## config.mk

```make
export PLATFORM = sky130hd
export DESIGN_NAME = fuzzy_two_input_controller_top
export DESIGN_NICKNAME = d
export VERILOG_FILES = /design/src/rtl/ftic_pkg.sv /design/src/rtl/ftic_ctrl.sv /design/src/rtl/ftic_datapath.sv /design/src/rtl/fuzzy_two_input_controller_top.sv
export SDC_FILE = /design/constraint.sdc
export NUM_CORES = 2
export LEC_CHECK = 0
export BUFFER_PORTS_ARGS = -buffer_cell sky130_fd_sc_hd__buf_2
export CORE_ASPECT_RATIO = 1.2
export CORE_MARGIN = 2
export CORE_UTILIZATION = 30
export CTS_CLUSTER_SIZE = 25
export DETAILED_ROUTE_END_ITERATION = 8
export GPL_TIMING_DRIVEN = 0
export SETUP_SLACK_MARGIN = 0.05
export SYNTH_ARGS = -nofsm -noshare
export SYNTH_HDL_FRONTEND = slang
export SYNTH_SLANG_ARGS = --single-unit
```

## constraint.sdc

```tcl
create_clock -name i_clk -period 14.7 [get_ports i_clk]
set_clock_uncertainty 0.1 [all_clocks]
set_input_delay 0.735 -clock i_clk [delete_from_list [all_inputs] [get_ports i_clk]]
set_output_delay 0.735 -clock i_clk [all_outputs]
set_load 0.02 [all_outputs]
```

## src/rtl/ftic_pkg.sv

```systemverilog
`default_nettype none
package ftic_pkg;

    localparam int RULE_COUNT      = 25;
    localparam int MEMBERSHIP_BITS = 12;
    localparam int MW              = MEMBERSHIP_BITS + 1;      // membership incl. 1.0
    localparam int SQW             = 2 * MEMBERSHIP_BITS + 5;  // up to 25 squares
    localparam int STW             = MEMBERSHIP_BITS + 3;      // class strength
    localparam int NUM_CLASSES     = 5;

    localparam logic [2:0] REG_ANGLE_A = 3'd0;
    localparam logic [2:0] REG_ANGLE_B = 3'd1;
    localparam logic [2:0] REG_ANGLE_C = 3'd2;
    localparam logic [2:0] REG_RATE_A  = 3'd3;
    localparam logic [2:0] REG_RATE_B  = 3'd4;
    localparam logic [2:0] REG_RATE_C  = 3'd5;
    localparam logic [2:0] REG_RULE_LO = 3'd6;
    localparam logic [2:0] REG_RULE_HI = 3'd7;

    // datapath operations
    localparam logic [2:0] OP_NONE    = 3'd0;
    localparam logic [2:0] OP_FUZZ    = 3'd1;
    localparam logic [2:0] OP_RULE    = 3'd2;
    localparam logic [2:0] OP_SQRT    = 3'd3;
    localparam logic [2:0] OP_DIV     = 3'd4;
    localparam logic [2:0] OP_LOAD    = 3'd5;

    typedef struct packed {
        logic signed [11:0] angle_sample;
        logic signed [11:0] rate_sample;
    } t_in_item;

    typedef struct packed {
        logic signed [14:0] drive_value;
        logic               no_rule_fired;
    } t_out_item;

    typedef struct packed {
        logic [2:0] op;
        logic       start;   // first cycle of the op
        logic [4:0] idx;     // class or rule index
    } t_cmd;

    typedef struct packed {
        logic done;          // current iterative op finished
    } t_status;

    function automatic logic signed [7:0] class_weight(input logic [2:0] c);
        case (c)
            3'd0:    class_weight = -8'sd35;
            3'd1:    class_weight = -8'sd14;
            3'd3:    class_weight = 8'sd14;
            3'd4:    class_weight = 8'sd35;
            default: class_weight = 8'sd0;
        endcase
    endfunction

endpackage
`default_nettype wire

```

## src/rtl/ftic_ctrl.sv

```systemverilog
`default_nettype none
module ftic_ctrl
    import ftic_pkg::*;
(
    input  wire logic    i_clk,
    input  wire logic    i_rst_n,
    input  wire logic    i_in_valid,
    output logic         o_in_stall,
    output logic         o_out_valid,
    input  wire logic    i_out_stall,
    input  wire t_status i_status,
    output t_cmd         o_cmd
);

    localparam logic [2:0] S_IDLE = 3'd0;
    localparam logic [2:0] S_FUZZ = 3'd1;
    localparam logic [2:0] S_RULE = 3'd2;
    localparam logic [2:0] S_SQRT = 3'd3;
    localparam logic [2:0] S_DIV  = 3'd4;
    localparam logic [2:0] S_OUT  = 3'd5;

    logic [2:0] r_state, n_state;
    logic [4:0] r_idx, n_idx;
    logic       r_start, n_start;

    assign o_in_stall  = (r_state != S_IDLE);
    assign o_out_valid = (r_state == S_OUT);

    always_comb begin
        n_state = r_state;
        n_idx   = r_idx;
        n_start = 1'b0;
        o_cmd.op    = OP_NONE;
        o_cmd.start = r_start;
        o_cmd.idx   = r_idx;
        case (r_state)
            S_IDLE: begin
                if (i_in_valid) begin
                    o_cmd.op = OP_LOAD;
                    n_state = S_FUZZ;
                    n_idx   = 5'd0;
                    n_start = 1'b1;
                end
            end
            S_FUZZ: begin
                // idx 0..4 angle classes, 5..9 rate classes
                o_cmd.op = OP_FUZZ;
                if (i_status.done) begin
                    n_start = 1'b1;
                    if (r_idx == 5'd9) begin
                        n_state = S_RULE;
                        n_idx   = 5'd0;
                    end else begin
                        n_idx = r_idx + 5'd1;
                    end
                end
            end
            S_RULE: begin
                o_cmd.op = OP_RULE;
                if (r_idx == 5'(RULE_COUNT - 1)) begin
                    n_state = S_SQRT;
                    n_idx   = 5'd0;
                    n_start = 1'b1;
                end else begin
                    n_idx = r_idx + 5'd1;
                end
            end
            S_SQRT: begin
                o_cmd.op = OP_SQRT;
                if (i_status.done) begin
                    n_start = 1'b1;
                    if (r_idx == 5'd4) begin
                        n_state = S_DIV;
                    end else begin
                        n_idx = r_idx + 5'd1;
                    end
                end
            end
            S_DIV: begin
                o_cmd.op = OP_DIV;
                if (i_status.done) n_state = S_OUT;
            end
            S_OUT: begin
                if (!i_out_stall) n_state = S_IDLE;
            end
            default: n_state = S_IDLE;
        endcase
    end

    always_ff @(posedge i_clk) begin
        if (!i_rst_n) begin
            r_state <= S_IDLE;
            r_idx   <= 5'd0;
            r_start <= 1'b0;
        end else begin
            r_state <= n_state;
            r_idx   <= n_idx;
            r_start <= n_start;
        end
    end

`ifndef SYNTHESIS
    a_stall_busy: assert property (@(posedge i_clk) disable iff (!i_rst_n)
        (r_state != S_IDLE) |-> o_in_stall) else $error("input taken while busy");
    a_out_hold: assert property (@(posedge i_clk) disable iff (!i_rst_n)
        (o_out_valid && i_out_stall) |=> o_out_valid) else $error("result dropped");
    a_idx_rule: assert property (@(posedge i_clk) disable iff (!i_rst_n)
        (r_state == S_RULE) |-> (r_idx < 5'(RULE_COUNT))) else $error("rule index");
`endif

endmodule
`default_nettype wire

```

## src/rtl/ftic_datapath.sv

```systemverilog
`default_nettype none
module ftic_datapath
    import ftic_pkg::*;
(
    input  wire logic     i_clk,
    input  wire logic     i_cfg_we,
    input  wire logic [2:0] i_cfg_idx,
    input  wire logic [59:0] i_cfg_data,
    input  wire t_in_item i_in,
    input  wire t_cmd     i_cmd,
    input  wire logic     i_rst_n,
    output t_status       o_status,
    output t_out_item     o_out
);

    logic [59:0] r_regs [0:7];
    t_in_item    r_in;
    logic [MW-1:0]  r_amu [0:4];
    logic [MW-1:0]  r_rmu [0:4];
    logic [SQW-1:0] r_sq  [0:4];
    logic [STW-1:0] r_st  [0:4];

    always_ff @(posedge i_clk) begin
        if (!i_rst_n) begin
            for (int k = 0; k < 8; k++) r_regs[k] <= '0;
        end else if (i_cfg_we) begin
            if (i_cfg_idx == REG_RULE_HI) r_regs[i_cfg_idx] <= {45'd0, i_cfg_data[14:0]};
            else r_regs[i_cfg_idx] <= i_cfg_data;
        end
    end

    // ---------------- fuzzify: one class at a time, serial divider
    logic        fz_rate;
    logic [2:0]  fz_c;
    logic signed [11:0] fz_x, bp_l, bp_p, bp_r;
    logic [2:0]  fz_base;

    function automatic logic signed [11:0] bp(input logic [59:0] a, input logic [59:0] b,
                                              input logic [59:0] c, input logic [3:0] k);
        logic [59:0] w;
        logic [2:0]  s;
        w = (k < 4'd5) ? a : ((k < 4'd10) ? b : c);
        s = (k < 4'd5) ? 3'(k) : ((k < 4'd10) ? 3'(k - 4'd5) : 3'(k - 4'd10));
        bp = w[12*s +: 12];
    endfunction

    assign fz_rate = (i_cmd.idx >= 5'd5);
    assign fz_c    = fz_rate ? 3'(i_cmd.idx - 5'd5) : 3'(i_cmd.idx);
    assign fz_x    = fz_rate ? r_in.rate_sample : r_in.angle_sample;
    assign fz_base = fz_rate ? 3'd3 : 3'd0;

    always_comb begin
        bp_l = bp(r_regs[fz_base], r_regs[fz_base + 3'd1], r_regs[fz_base + 3'd2],
                  4'(3 * fz_c));
        bp_p = bp(r_regs[fz_base], r_regs[fz_base + 3'd1], r_regs[fz_base + 3'd2],
                  4'(3 * fz_c + 1));
        bp_r = bp(r_regs[fz_base], r_regs[fz_base + 3'd1], r_regs[fz_base + 3'd2],
                  4'(3 * fz_c + 2));
    end

    // shared restoring divider: quotient of numerator / denominator
    localparam int DNW = 32;
    logic [DNW-1:0] r_dv_rem, r_dv_den, r_dv_quo;
    logic [DNW-1:0] r_dv_num;
    logic [5:0]     r_dv_cnt;
    logic           r_dv_busy;
    logic           r_dv_neg;
    logic [DNW:0]   dv_trial;

    // membership decision, computed on start
    logic           fz_const;
    logic [MW-1:0]  fz_constv;
    logic [12:0]    fz_nume, fz_dene;

    always_comb begin
        fz_const  = 1'b1;
        fz_constv = '0;
        fz_nume   = '0;
        fz_dene   = 13'd1;
        if (fz_x < bp_p) begin
            if (fz_c == 3'd0) fz_constv = MW'(1 << MEMBERSHIP_BITS);
            else if (fz_x >= bp_l) begin
                fz_const = 1'b0;
                fz_nume  = 13'(fz_x - bp_l);
                fz_dene  = 13'(bp_p - bp_l);
            end
        end else begin
            if (fz_c == 3'd4) fz_constv = MW'(1 << MEMBERSHIP_BITS);
            else if (fz_x < bp_r) begin
                fz_const = 1'b0;
                fz_nume  = 13'(bp_r - fz_x);
                fz_dene  = 13'(bp_r - bp_p);
            end
        end
    end

    // ---------------- sqrt unit: two bits per cycle
    logic [SQW-1:0] r_sq_v, r_sq_res, r_sq_bit;
    logic           r_sq_busy;
    logic [SQW:0]   sq_t;

    // ---------------- final numerator and denominator
    logic signed [STW+8:0] r_num;
    logic [STW+2:0]        r_den;
    logic signed [STW+8:0] mac_num;
    logic [STW+2:0]        mac_den;

    always_comb begin
        mac_num = '0;
        mac_den = '0;
        for (int c = 0; c < 5; c++) begin
            mac_num = mac_num + (STW+9)'($signed({1'b0, r_st[c]}) * class_weight(3'(c)));
            mac_den = mac_den + (STW+3)'(r_st[c]);
        end
    end

    // rule strength
    logic [2:0]    ru_code;
    logic [MW-1:0] ru_a, ru_r, ru_s;
    logic [4:0]    ru_ai, ru_ri;
    always_comb begin
        // rate class is the rule index over five, found by range compares
        ru_ri = (i_cmd.idx >= 5'd20) ? 5'd4 :
                (i_cmd.idx >= 5'd15) ? 5'd3 :
                (i_cmd.idx >= 5'd10) ? 5'd2 :
                (i_cmd.idx >= 5'd5)  ? 5'd1 : 5'd0;
        ru_ai = i_cmd.idx - ru_ri * 5'd5;
        ru_code = (i_cmd.idx < 5'd20) ? r_regs[REG_RULE_LO][3*i_cmd.idx +: 3]
                                      : r_regs[REG_RULE_HI][3*(i_cmd.idx - 5'd20) +: 3];
        ru_a = r_amu[ru_ai[2:0]];
        ru_r = r_rmu[ru_ri[2:0]];
        ru_s = (ru_r < ru_a) ? ru_r : ru_a;
    end
    logic [2*MW-1:0] ru_sq;
    assign ru_sq = ru_s * ru_s;

    assign dv_trial = {r_dv_rem[DNW-2:0], r_dv_num[DNW-1]} - {1'b0, r_dv_den};
    assign sq_t = {1'b0, r_sq_v} - {1'b0, (r_sq_res + r_sq_bit)};

    always_comb begin
        o_status.done = 1'b0;
        case (i_cmd.op)
            OP_FUZZ: o_status.done = !i_cmd.start && (fz_const || (r_dv_busy && r_dv_cnt == 6'd0));
            OP_SQRT: o_status.done = !i_cmd.start && (r_sq_busy && r_sq_bit == '0);
            OP_DIV:  o_status.done = !i_cmd.start && (r_den == '0 ||
                                                      (r_dv_busy && r_dv_cnt == 6'd0));
            default: o_status.done = 1'b0;
        endcase
    end

    logic [DNW-1:0] dv_q_next, dv_r_next;
    always_comb begin
        if (!dv_trial[DNW]) begin
            dv_r_next = dv_trial[DNW-1:0];
            dv_q_next = {r_dv_quo[DNW-2:0], 1'b1};
        end else begin
            dv_r_next = {r_dv_rem[DNW-2:0], r_dv_num[DNW-1]};
            dv_q_next = {r_dv_quo[DNW-2:0], 1'b0};
        end
    end

    logic [DNW-1:0] dnum_abs;
    assign dnum_abs = r_num[STW+8] ? DNW'(-r_num) : DNW'(r_num);

    always_ff @(posedge i_clk) begin
        case (i_cmd.op)
            OP_LOAD: begin
                r_in <= i_in;
                for (int c = 0; c < 5; c++) r_sq[c] <= '0;
            end
            OP_FUZZ: begin
                if (i_cmd.start) begin
                    r_dv_busy <= !fz_const;
                    r_dv_num  <= DNW'(fz_nume) << MEMBERSHIP_BITS;
                    r_dv_den  <= DNW'(fz_dene);
                    r_dv_rem  <= '0;
                    r_dv_quo  <= '0;
                    r_dv_cnt  <= 6'(DNW);
                    if (fz_const) begin
                        if (fz_rate) r_rmu[fz_c] <= fz_constv;
                        else r_amu[fz_c] <= fz_constv;
                    end
                end else if (r_dv_busy && r_dv_cnt != 6'd0) begin
                    r_dv_rem <= dv_r_next;
                    r_dv_quo <= dv_q_next;
                    r_dv_num <= r_dv_num << 1;
                    r_dv_cnt <= r_dv_cnt - 6'd1;
                end else if (r_dv_busy) begin
                    r_dv_busy <= 1'b0;
                    if (fz_rate) r_rmu[fz_c] <= MW'(r_dv_quo);
                    else r_amu[fz_c] <= MW'(r_dv_quo);
                end
            end
            OP_RULE: begin
                if (ru_code < 3'd5) r_sq[ru_code] <= r_sq[ru_code] + SQW'(ru_sq);
            end
            OP_SQRT: begin
                if (i_cmd.start) begin
                    r_sq_busy <= 1'b1;
                    r_sq_v    <= r_sq[i_cmd.idx[2:0]];
                    r_sq_res  <= '0;
                    r_sq_bit  <= SQW'(1) << (SQW - 1 - ((SQW - 1) % 2));
                end else if (r_sq_bit != '0) begin
                    if (!sq_t[SQW]) begin
                        r_sq_v   <= sq_t[SQW-1:0];
                        r_sq_res <= (r_sq_res >> 1) + r_sq_bit;
                    end else begin
                        r_sq_res <= r_sq_res >> 1;
                    end
                    r_sq_bit <= r_sq_bit >> 2;
                end else begin
                    r_sq_busy <= 1'b0;
                    r_st[i_cmd.idx[2:0]] <= STW'(r_sq_res);
                    if (i_cmd.idx == 5'd4) begin
                        r_num <= '0;
                    end
                end
            end
            OP_DIV: begin
                if (i_cmd.start) begin
                    r_num <= mac_num;
                    r_den <= mac_den;
                    r_dv_busy <= 1'b0;
                end else if (!r_dv_busy && r_dv_cnt != 6'd63) begin
                    r_dv_busy <= 1'b1;
                    r_dv_neg  <= r_num[STW+8];
                    r_dv_num  <= dnum_abs << 8;
                    r_dv_den  <= DNW'(r_den);
                    r_dv_rem  <= '0;
                    r_dv_quo  <= '0;
                    r_dv_cnt  <= 6'(DNW);
                end else if (r_dv_busy && r_dv_cnt != 6'd0) begin
                    r_dv_rem <= dv_r_next;
                    r_dv_quo <= dv_q_next;
                    r_dv_num <= r_dv_num << 1;
                    r_dv_cnt <= r_dv_cnt - 6'd1;
                end
                if (r_den == '0 && !i_cmd.start) begin
                    o_out.drive_value   <= '0;
                    o_out.no_rule_fired <= 1'b1;
                end else if (r_dv_busy && r_dv_cnt == 6'd0) begin
                    r_dv_busy <= 1'b0;
                    o_out.drive_value   <= r_dv_neg ? -15'(r_dv_quo) : 15'(r_dv_quo);
                    o_out.no_rule_fired <= 1'b0;
                end
            end
            default: ;
        endcase
    end

endmodule
`default_nettype wire

```

## src/rtl/fuzzy_two_input_controller_top.sv

```systemverilog
// Steps per item, from accept to o_out_valid: each of the ten classes gives a constant
// membership or runs a 32-step slope division; the 25 rules are accumulated; five
// square roots follow; a final division runs, skipped when no rule fires.
// Items are handled one at a time; the next is taken the cycle after the result leaves.
// Reset: synchronous active-low i_rst_n clears the control state and the configuration registers to 0.
`default_nettype none
module fuzzy_two_input_controller_top
    import ftic_pkg::*;
(
    input  wire logic        i_clk,
    input  wire logic        i_rst_n,
    input  wire logic        i_in_valid,
    output logic             o_in_stall,
    input  wire t_in_item    i_in_data,
    output logic             o_out_valid,
    input  wire logic        i_out_stall,
    output t_out_item        o_out_data,
    input  wire logic        i_cfg_valid,
    output logic             o_cfg_ready,
    input  wire logic [2:0]  i_cfg_index,
    input  wire logic [59:0] i_cfg_data
);

    t_cmd    cmd;
    t_status status;

    assign o_cfg_ready = 1'b1;

    ftic_ctrl u_ctrl (
        .i_clk       (i_clk),
        .i_rst_n     (i_rst_n),
        .i_in_valid  (i_in_valid),
        .o_in_stall  (o_in_stall),
        .o_out_valid (o_out_valid),
        .i_out_stall (i_out_stall),
        .i_status    (status),
        .o_cmd       (cmd)
    );

    ftic_datapath u_dp (
        .i_clk      (i_clk),
        .i_cfg_we   (i_cfg_valid),
        .i_cfg_idx  (i_cfg_index),
        .i_cfg_data (i_cfg_data),
        .i_in       (i_in_data),
        .i_cmd      (cmd),
        .i_rst_n    (i_rst_n),
        .o_status   (status),
        .o_out      (o_out_data)
    );

endmodule
`default_nettype wire
```

== Word-level counts from Yosys, hierarchy flattened ==
Memory sizes are Yosys's and may differ from the RTL's. A register that Yosys moved wholly into a read port is not among the register bits.
Index checks and enable logic that the tools add are counted.
Storage, ports and cells
  flip-flop bits (word level): 301
  input port bits: 92
  memory bits (writable): 830
  logic and storage cells: 330
  memories kept: 5
Cells by class
  $add $sub $neg: 33
  bitwise operators: 4
  mux-type cells: 159
  reductions and logical operators: 41
  magnitude comparators: 16
  equality and inequality tests: 35
  shift operators: 5
  multiply operators: 12
Memories
  u_dp.r_regs: depth 8, width 60, read ports 5, clocked after memory_dff 0, wr ports 8, line ftic_datapath.sv:16  | logic [59:0] r_regs [0:7];
  u_dp.r_sq: depth 5, width 29, read ports 2, clocked after memory_dff 1, wr ports 5, line ftic_datapath.sv:20  | logic [SQW-1:0] r_sq [0:4];
  u_dp.r_st: depth 5, width 15, read ports 5, clocked after memory_dff 0, wr ports 1, line ftic_datapath.sv:21  | logic [STW-1:0] r_st [0:4];
  u_dp.r_amu: depth 5, width 13, read ports 1, clocked after memory_dff 0, wr ports 1, line ftic_datapath.sv:18  | logic [MW-1:0] r_amu [0:4];
  u_dp.r_rmu: depth 5, width 13, read ports 1, clocked after memory_dff 0, wr ports 1, line ftic_datapath.sv:19  | logic [MW-1:0] r_rmu [0:4];
Operators with widths (number)
  2-to-1 mux 32 bit: 16
  2-to-1 mux 60 bit: 8
  one-hot mux 32 bit (2 select lines): 4
  2-to-1 mux 13 bit: 16
  2-to-1 mux 29 bit: 7
  variable part select 60 x 8 -> 12 bit: 3
  2-to-1 mux 24 bit: 5
  adder 24 bit: 3
  2-to-1 mux 3 bit: 21
  OR reduction 60 bit: 1
  variable part select 60 x 33 -> 3 bit: 1
  variable part select 60 x 8 -> 3 bit: 1
  2-to-1 mux 1 bit: 57
  adder 18 x 15 -> 18 bit: 3
  subtractor 12 x 12 -> 13 bit: 4
  one-hot mux 24 bit (2 select lines): 1
  2-to-1 mux 5 bit: 9
  subtractor 32 x 32 -> 33 bit: 1
  multiplier 2 x 32 -> 32 bit (first input constant): 1
  subtractor 29 x 29 -> 30 bit: 1
  adder 28 x 29 -> 29 bit: 1
  adder 29 x 26 -> 29 bit: 1
  adder 29 bit: 1
  logical NOT 29 bit: 1
  73 further kinds: 138

== Depth between registers and ports, before layout ==
  word-level depth: 20
  gate-level depth with buffers: 55
  depth with buffers taken out: 49

== Hierarchy ==
A second synthesis with hierarchy kept.
Unflattened totals
  cells, all modules: 7799
  area total of the unflattened synthesis: 82108.7 sq um
Modules (own cells, without submodules)
  ftic_datapath: times used 1, sequential area each 35343.9 sq um, area an instance 81458.1 sq um, cells each 7717
  ftic_ctrl: times used 1, sequential area each 180.2 sq um, area an instance 639.4 sq um, cells each 80
  fuzzy_two_input_controller_top: times used 1, sequential area each 0.0 sq um, area an instance 11.3 sq um, cells each 2

== Worst setup path before layout ==
OpenSTA, ideal clock, no wires.
  path kind: register -> register
  start point: register u_ctrl.r_idx[0]
  end point: memory u_dp.r_sq[5][28] in the netlist's numbering, data pin
  cell stages (with the launch flop): 51
  data arrival time: 12.198 ns
  path buffers: 7
  period minus slack after synthesis: 12.574 ns
  setup slack: 2.126 ns
  path through: dfxtp_1 -> buf_4 -> buf_6 -> buf_4 -> buf_2 -> inv_1 -> ha_1 -> a21oi_1 -> o211ai_1 -> a21oi_2 -> clkbuf_1 -> ha_1 -> inv_1 -> fa_1 -> clkbuf_1 -> mux4_2 -> mux2_2 -> inv_1 -> (+15 left out) -> fa_1 -> fa_1 -> inv_1 -> fa_1 -> inv_1 -> ha_1 -> a21o_1 -> nor4_1 -> a221o_1 -> a21oi_1 -> nand2_1 -> a31oi_1 -> a21boi_0 -> o211a_1 -> o21bai_1 -> a21oi_1 -> xnor2_1 -> inv_1
RTL lines
  start, declared: line ftic_ctrl.sv:23  | logic [4:0] r_idx, n_idx;
  start signal, assigned: line ftic_ctrl.sv:97  | r_idx <= n_idx;
  end, declared: line ftic_datapath.sv:20

== Worst setup path in the final report ==
  start point: register u_ctrl.r_idx[3]
  end point: memory u_dp.r_amu[4][9] in the netlist's numbering (enable)
Between the ends
  cells in the longest elaborated chain, start to end: 18
Ends and longest elaborated chain
  >= comparator 5 x 3 -> 1 bit *: line ftic_datapath.sv:47  | assign fz_rate = (i_cmd.idx >= 5'd5);
  2-to-1 mux 3 bit: line ftic_datapath.sv:48  | assign fz_c = fz_rate ? 3'(i_cmd.idx - 5'd5) : 3'(i_cmd.idx);
  multiplier 2 x 3 -> 4 bit: line ftic_datapath.sv:54, ftic_datapath.sv:56, ftic_datapath.sv:58
  adder 4 x 2 -> 4 bit: line ftic_datapath.sv:58  | 4'(3 * fz_c + 2));
  less-than comparator 4 bit, or another cell as far along: line ftic_datapath.sv:42, ftic_datapath.sv:43
  2-to-1 mux 3 bit (2 in series): line ftic_datapath.sv:43  | s = (k < 4'd5) ? 3'(k) : ((k < 4'd10) ? 3'(k - 4'd5) : 3'(k - 4'd10));
  multiplier 2 x 3 -> 5 bit: line ftic_datapath.sv:44  | bp = w[12*s +: 12];
  variable part select 60 x 8 -> 12 bit: line ftic_datapath.sv:44
  less-than comparator 12 bit: line ftic_datapath.sv:89  | else if (fz_x < bp_r) begin
  2-to-1 mux 1 bit: line ftic_datapath.sv:89
  2-to-1 mux 1 bit: line ftic_datapath.sv:88  | if (fz_c == 3'd4) fz_constv = MW'(1 << MEMBERSHIP_BITS);
  2-to-1 mux 1 bit: line ftic_datapath.sv:80  | if (fz_x < bp_p) begin
  2-to-1 mux 1 bit: line ftic_datapath.sv:179  | if (fz_const) begin
  2-to-1 mux 1 bit: line ftic_datapath.sv:172  | if (i_cmd.start) begin
  2-to-1 mux 1 bit: line ftic_datapath.sv:166  | case (i_cmd.op)
  2-to-1 mux 1 bit (implied by the code): line ftic_datapath.sv:181  | else r_amu[fz_c] <= fz_constv;
  OR 1 bit (no line)
  end, declared: line ftic_datapath.sv:18
Mark *: on every way between the ends. The rest lies on a longest branch, timed or not.

==> impl.org <==
** Run status
- Result of the run :: finished with violations
- Violated checks :: max-capacitance violations, max-slew violations

** Worst setup path
- Crit start category :: flip-flop
- Data arrives at the worst endpoint at between 10 and 15 ns.
- Reg-to-reg critical path startpoint :: u_ctrl.r_idx[3]
- Slowest cell on the critical path :: sky130_fd_sc_hd__a311oi_1
- Among the stages of the critical path, the cell type that occurs most often is sky130_fd_sc_hd__ha_1.
- Critical Setup Path Class :: flip-flop to flip-flop
- The worst register-to-register path ends at u_dp.r_amu[4][9].
- Across all register-to-register paths, the minimum setup slack is roughly 0.097 ns.
- Data required time of the critical path :: 15.02 ns
- Worst-path maximum fanout :: 13
- The worst register-to-register path has a depth of 32.
- The critical path starts at u_ctrl.r_idx[3].
- The largest single stage delay on the critical path is 0.97 ns.
- The worst setup path is captured at a flip-flop.

** Routing
- In the detailed route, the total length drawn on met3 is 23.10 mm.
- After detailed routing, the met2 layer carries 156.7 mm of wire.
- The detailed router put a total of 129.9 mm of wire on met1.
- The detailed router finished its first iteration with 6419 violations.
- The highest layer touched by signal routing is met5.
- After detailed routing, the total wire length is 336.5 mm.
- In the routed design, unresolved DRC markers number 0.
- In this run the remaining antenna-violating nets after routing total 0.
- Before antenna repair, the detailed router went through 6 iterations.
- After detailed routing, the average wire length per cell comes to 28.04 µm.
- Using the TritonRoute via totals, the vias-per-cell ratio works out to about 5.4.
- For this block, the via count after detailed routing is 64605.

** Placed design
- The HPWL after detailed placement is ~260 mm.
- Placer Congestion :: around 1.0
- Number of buffers added on ports :: 109
- Prior to clock tree synthesis, the placed netlist has a worst setup slack of -1.649 ns.

** CTS
- The clock passes through at most 4 buffers.
- Clock root buffer :: sky130_fd_sc_hd__clkbuf_16
- Clock tree synthesis found a total of 1189 sinks.
- Clock transition at the register clock pins on the worst setup and hold paths after CTS :: 0.06 ns
- Clock latency on the worst-skew pair, taken at its later pin, is 0.84 ns.
- TritonCTS Buffers :: 145
- TritonCTS clock tree :: built
- H-Tree Level Count :: 4

** Yosys
- sky130_fd_sc_hd__edfxtp_1 takes more of the synthesized area than any other cell.
- The synthesized netlist devotes between 10% and 20% of its cell area to compound gates.
- Sequential cell area fraction in the yosys report :: 43.46%
- Adder-cell area share of the yosys netlist :: 13.98%
- For this run, the leading register cell type out of synthesis is sky130_fd_sc_hd__edfxtp_1.
- Synthesis inferred between 1000 and 1500 register bits.
- Number of distinct standard cells referenced by the synthesized netlist :: 97
- Post-synthesis share of cell area spent on xor and xnor gates :: 3.316%
- Fraction of post-synthesis cell area in the top cell type by area :: 43.17%
- Instance count of the mapped netlist :: ~8000
- In the synthesized netlist the async set-or-reset flop fraction comes to 0%.
- Number of enable-type register cells in the synthesized netlist :: around 1200
- Mapped cell area :: around 82000 µm²
- Area contributors post-synth :: sky130_fd_sc_hd__edfxtp_1 (43%), sky130_fd_sc_hd__ha_1 (7.6%), sky130_fd_sc_hd__fa_1 (6.4%), sky130_fd_sc_hd__nand2_1 (4.6%), sky130_fd_sc_hd__mux4_2 (4.2%)
- Total number of yosys warnings :: 0
- By instance count, the leading cell after synthesis is sky130_fd_sc_hd__edfxtp_1.
- Mean instance size in the synthesized netlist :: 10.46 µm²
- Sorting the synthesized cells by how often they occur yields sky130_fd_sc_hd__edfxtp_1 (1177), sky130_fd_sc_hd__nand2_1 (1003), sky130_fd_sc_hd__inv_1 (631).
- Post-Synth Simple-Gate Area :: 15.73%
- Of the post-synthesis cell area, the part taken by muxes is 8.165%.
- After synthesis, the largest family of logic cells by area is simple AND/OR/NAND/NOR gates.

** Die
- Die footprint :: 277100 µm²
- Measured along the y axis, the die boundary spans 576.3 µm.
- The die is 480.9 µm wide.
- Number of core rows :: 210
- Initial Util :: between 30% and 40%
- In this run the count of I/O pins placed on the die edge is roughly 110.
- The core region is 272200 µm².

** STA
- Dividing the final minimum period by the clock period gives 99.34%.
- Count of pins over their slew limit :: 79
- Based on the critical path, the design can be clocked at up to 68.48 MHz.
- Number of setup violations in the final report :: 0
- Worst-Margin Slew :: 1.584 ns
- The worst path needs 14.60 ns of the cycle, external delays included.
- Setup slack closes at 0.09685 ns.
- Unrepaired setup endpoints after global routing :: false
- Final Hold Vio Count :: 0
- In this run the tightest slew margin relative to its limit is -5.615%.

** Power
- Across the VDD grid, the largest voltage drop is around 0.32 mV.
- Final Total Pwr :: ~21 mW
- Power per Cell Area :: 222.8 nW/µm²
- In this run the static leakage power is 36.48 nW.

** Min path
- The path with the worst hold slack has its endpoint at u_dp.r_regs[3][49].
- Hold Crit Class :: primary input to flip-flop
- Count of cells along the worst hold path :: 2
- In this run the most critical hold path is launched from i_cfg_data[49].

** Job
- Across the run, the number of max-cap violations was 8.

** Layout
- Registers take 35590 µm².
- Share of final-layout standard cells stronger than drive strength 1 :: 9.084%
- The filler cells instantiated in the layout total ~27000.
- Multi-input logic area :: 43190 µm²
- Final core utilization :: 34.29%
- Relative to the synthesized area, the layout overhead comes to 14.01%.
- Layout net count :: 9124

** Global routing
- The first global-routing pass estimated 471.8 mm of wire.
- Remaining global-route overflow :: 0
- Pin count of the biggest net entering global routing :: 47
- The via count of the first global-routing pass came to 64448.
- Antenna violations before repair :: 32
- Global router's overall resource usage :: a little under a quarter
-- cells in the final DEF, fill, tap and decap left out, types with 59 or more instances in the layout --
cell type                   count
sky130_fd_sc_hd__xor2_1       132
sky130_fd_sc_hd__nor3_1       108
sky130_fd_sc_hd__and2_1       501
sky130_fd_sc_hd__a211oi_1      96
sky130_fd_sc_hd__conb_1       133
sky130_fd_sc_hd__buf_2        146
sky130_fd_sc_hd__nand3_1      268
sky130_fd_sc_hd__a21o_1        74
sky130_fd_sc_hd__edfxtp_1    1177
sky130_fd_sc_hd__mux2i_1      255
sky130_fd_sc_hd__o21ai_0      251
sky130_fd_sc_hd__mux2_2        59
sky130_fd_sc_hd__mux4_2       152
sky130_fd_sc_hd__xnor2_1      163
sky130_fd_sc_hd__a31oi_1       83
sky130_fd_sc_hd__clkbuf_1     279
sky130_fd_sc_hd__clkbuf_16    145
sky130_fd_sc_hd__buf_1         59
sky130_fd_sc_hd__nand2_1      997
sky130_fd_sc_hd__fa_1         260
sky130_fd_sc_hd__a21oi_1      334
sky130_fd_sc_hd__ha_1         496
sky130_fd_sc_hd__inv_1        630
sky130_fd_sc_hd__and3_1        85
sky130_fd_sc_hd__nor2_1       562
-- layer usage --
layer | track usage (%) | up-vias
met1 | 28.88 | 32265
met2 | 38.80 | 2909
met4 | 15.72 | 10
li1 | - | 28605
met5 | 0 | -
met3 | 3.641 | 816
-- logic make-up after synthesis --
logic type | Yosys count
muxes | 470
and+or+nand+nor | 2760
adders and majority gates | 758
AOI/OAI and AO/OA | 1307
xor gates and xnor gates | 305
DFF | 1189
other | 2
buffers and inverters | 1033
-- critical path: cells and delay by family, from the launching register on --
kind,cells,cell delay (ns)
DFF,1,0.42
muxes,1,0.69
buffers and inverters,8,3.56
adders and majority gates,4,1.60
and+or+nand+nor,4,1.70
xor gates and xnor gates,2,1.01
AOI/OAI and AO/OA,13,5.07
-- how the worst max path moves through the flow --
stage	endpoint	slack, ns
after floorplan	u_dp.r_sq[5][28]	2.13
after global placement	u_dp.r_amu[4][9]	-2.29
after detailed placement	u_dp.r_sq[5][27]	-1.65
after CTS	u_dp.r_sq[7][28]	-0.01
final	u_dp.r_amu[4][9]	0.1
after global routing	u_dp.r_sq[7][28]	0.006
-- flip-flops by register name, summed over array words and instances, names as in the netlist, 3 cells and up, named ones only --
name,flops
u_dp.r_dv_quo,15
u_dp.r_amu,65
u_dp.r_sq_res,29
u_ctrl.r_idx,5
u_dp.r_num,24
u_dp.r_dv_cnt,6
u_dp.r_in,24
u_dp.o_out,16
u_dp.r_sq_v,29
u_dp.r_sq,232
u_dp.r_dv_rem,31
u_dp.r_st,75
u_dp.r_dv_den,18
u_dp.r_regs,480
u_dp.r_sq_bit,15
u_dp.r_rmu,65
u_ctrl.r_state,3
u_dp.r_den,18
u_dp.r_dv_num,32
-- final cells by class --
class,count,share of cell area [%]
multi-input cells,5733,46.27
flip-flops and latches,1189,38.12
well taps,3604,4.831
clock buffers,166,3.982
inverters,641,2.585
plain buffers,389,1.740
repair buffers,175,1.646
clock inverters,84,0.7760
diodes,20,0.05361
-- stage by stage --
stage / TNS (ns) / hold slack, ns / instance area [µm²] / instances
2_1_floorplan: 0 / 0.4005 / 82370 / 7955
3_3_place_gp: -390.74 / 0.4384 / 87420 / 11668
3_5_place_dp: -264.17 / 0.4392 / 88310 / 11704
4_1_cts: -0.04466 / 0.1365 / 93180 / 11976
5_1_grt: 0 / 0.1599 / 93320 / 11989
6_report: 0 / 0.1742 / 93350 / 12001
-- where the power goes --
part           total (mW)  switching [mW]  internal (mW)
Combinational        12.1            8.26           3.80
Clock                3.50            1.51           1.99
Sequential           5.24           0.331           4.91
Total                20.8            10.1           10.7
-- what timing repair did --
action / in CTS / in global routing
setup buffers: 0 / 5
endpoints found under the hold margin: 24 / 0
endpoints found under the setup margin: 283 / 202
hold buffers: 24 / 0
gates resized for setup: 50 / 26
pin swaps: 0 / 2
Power figures use the tool's default switching activity.
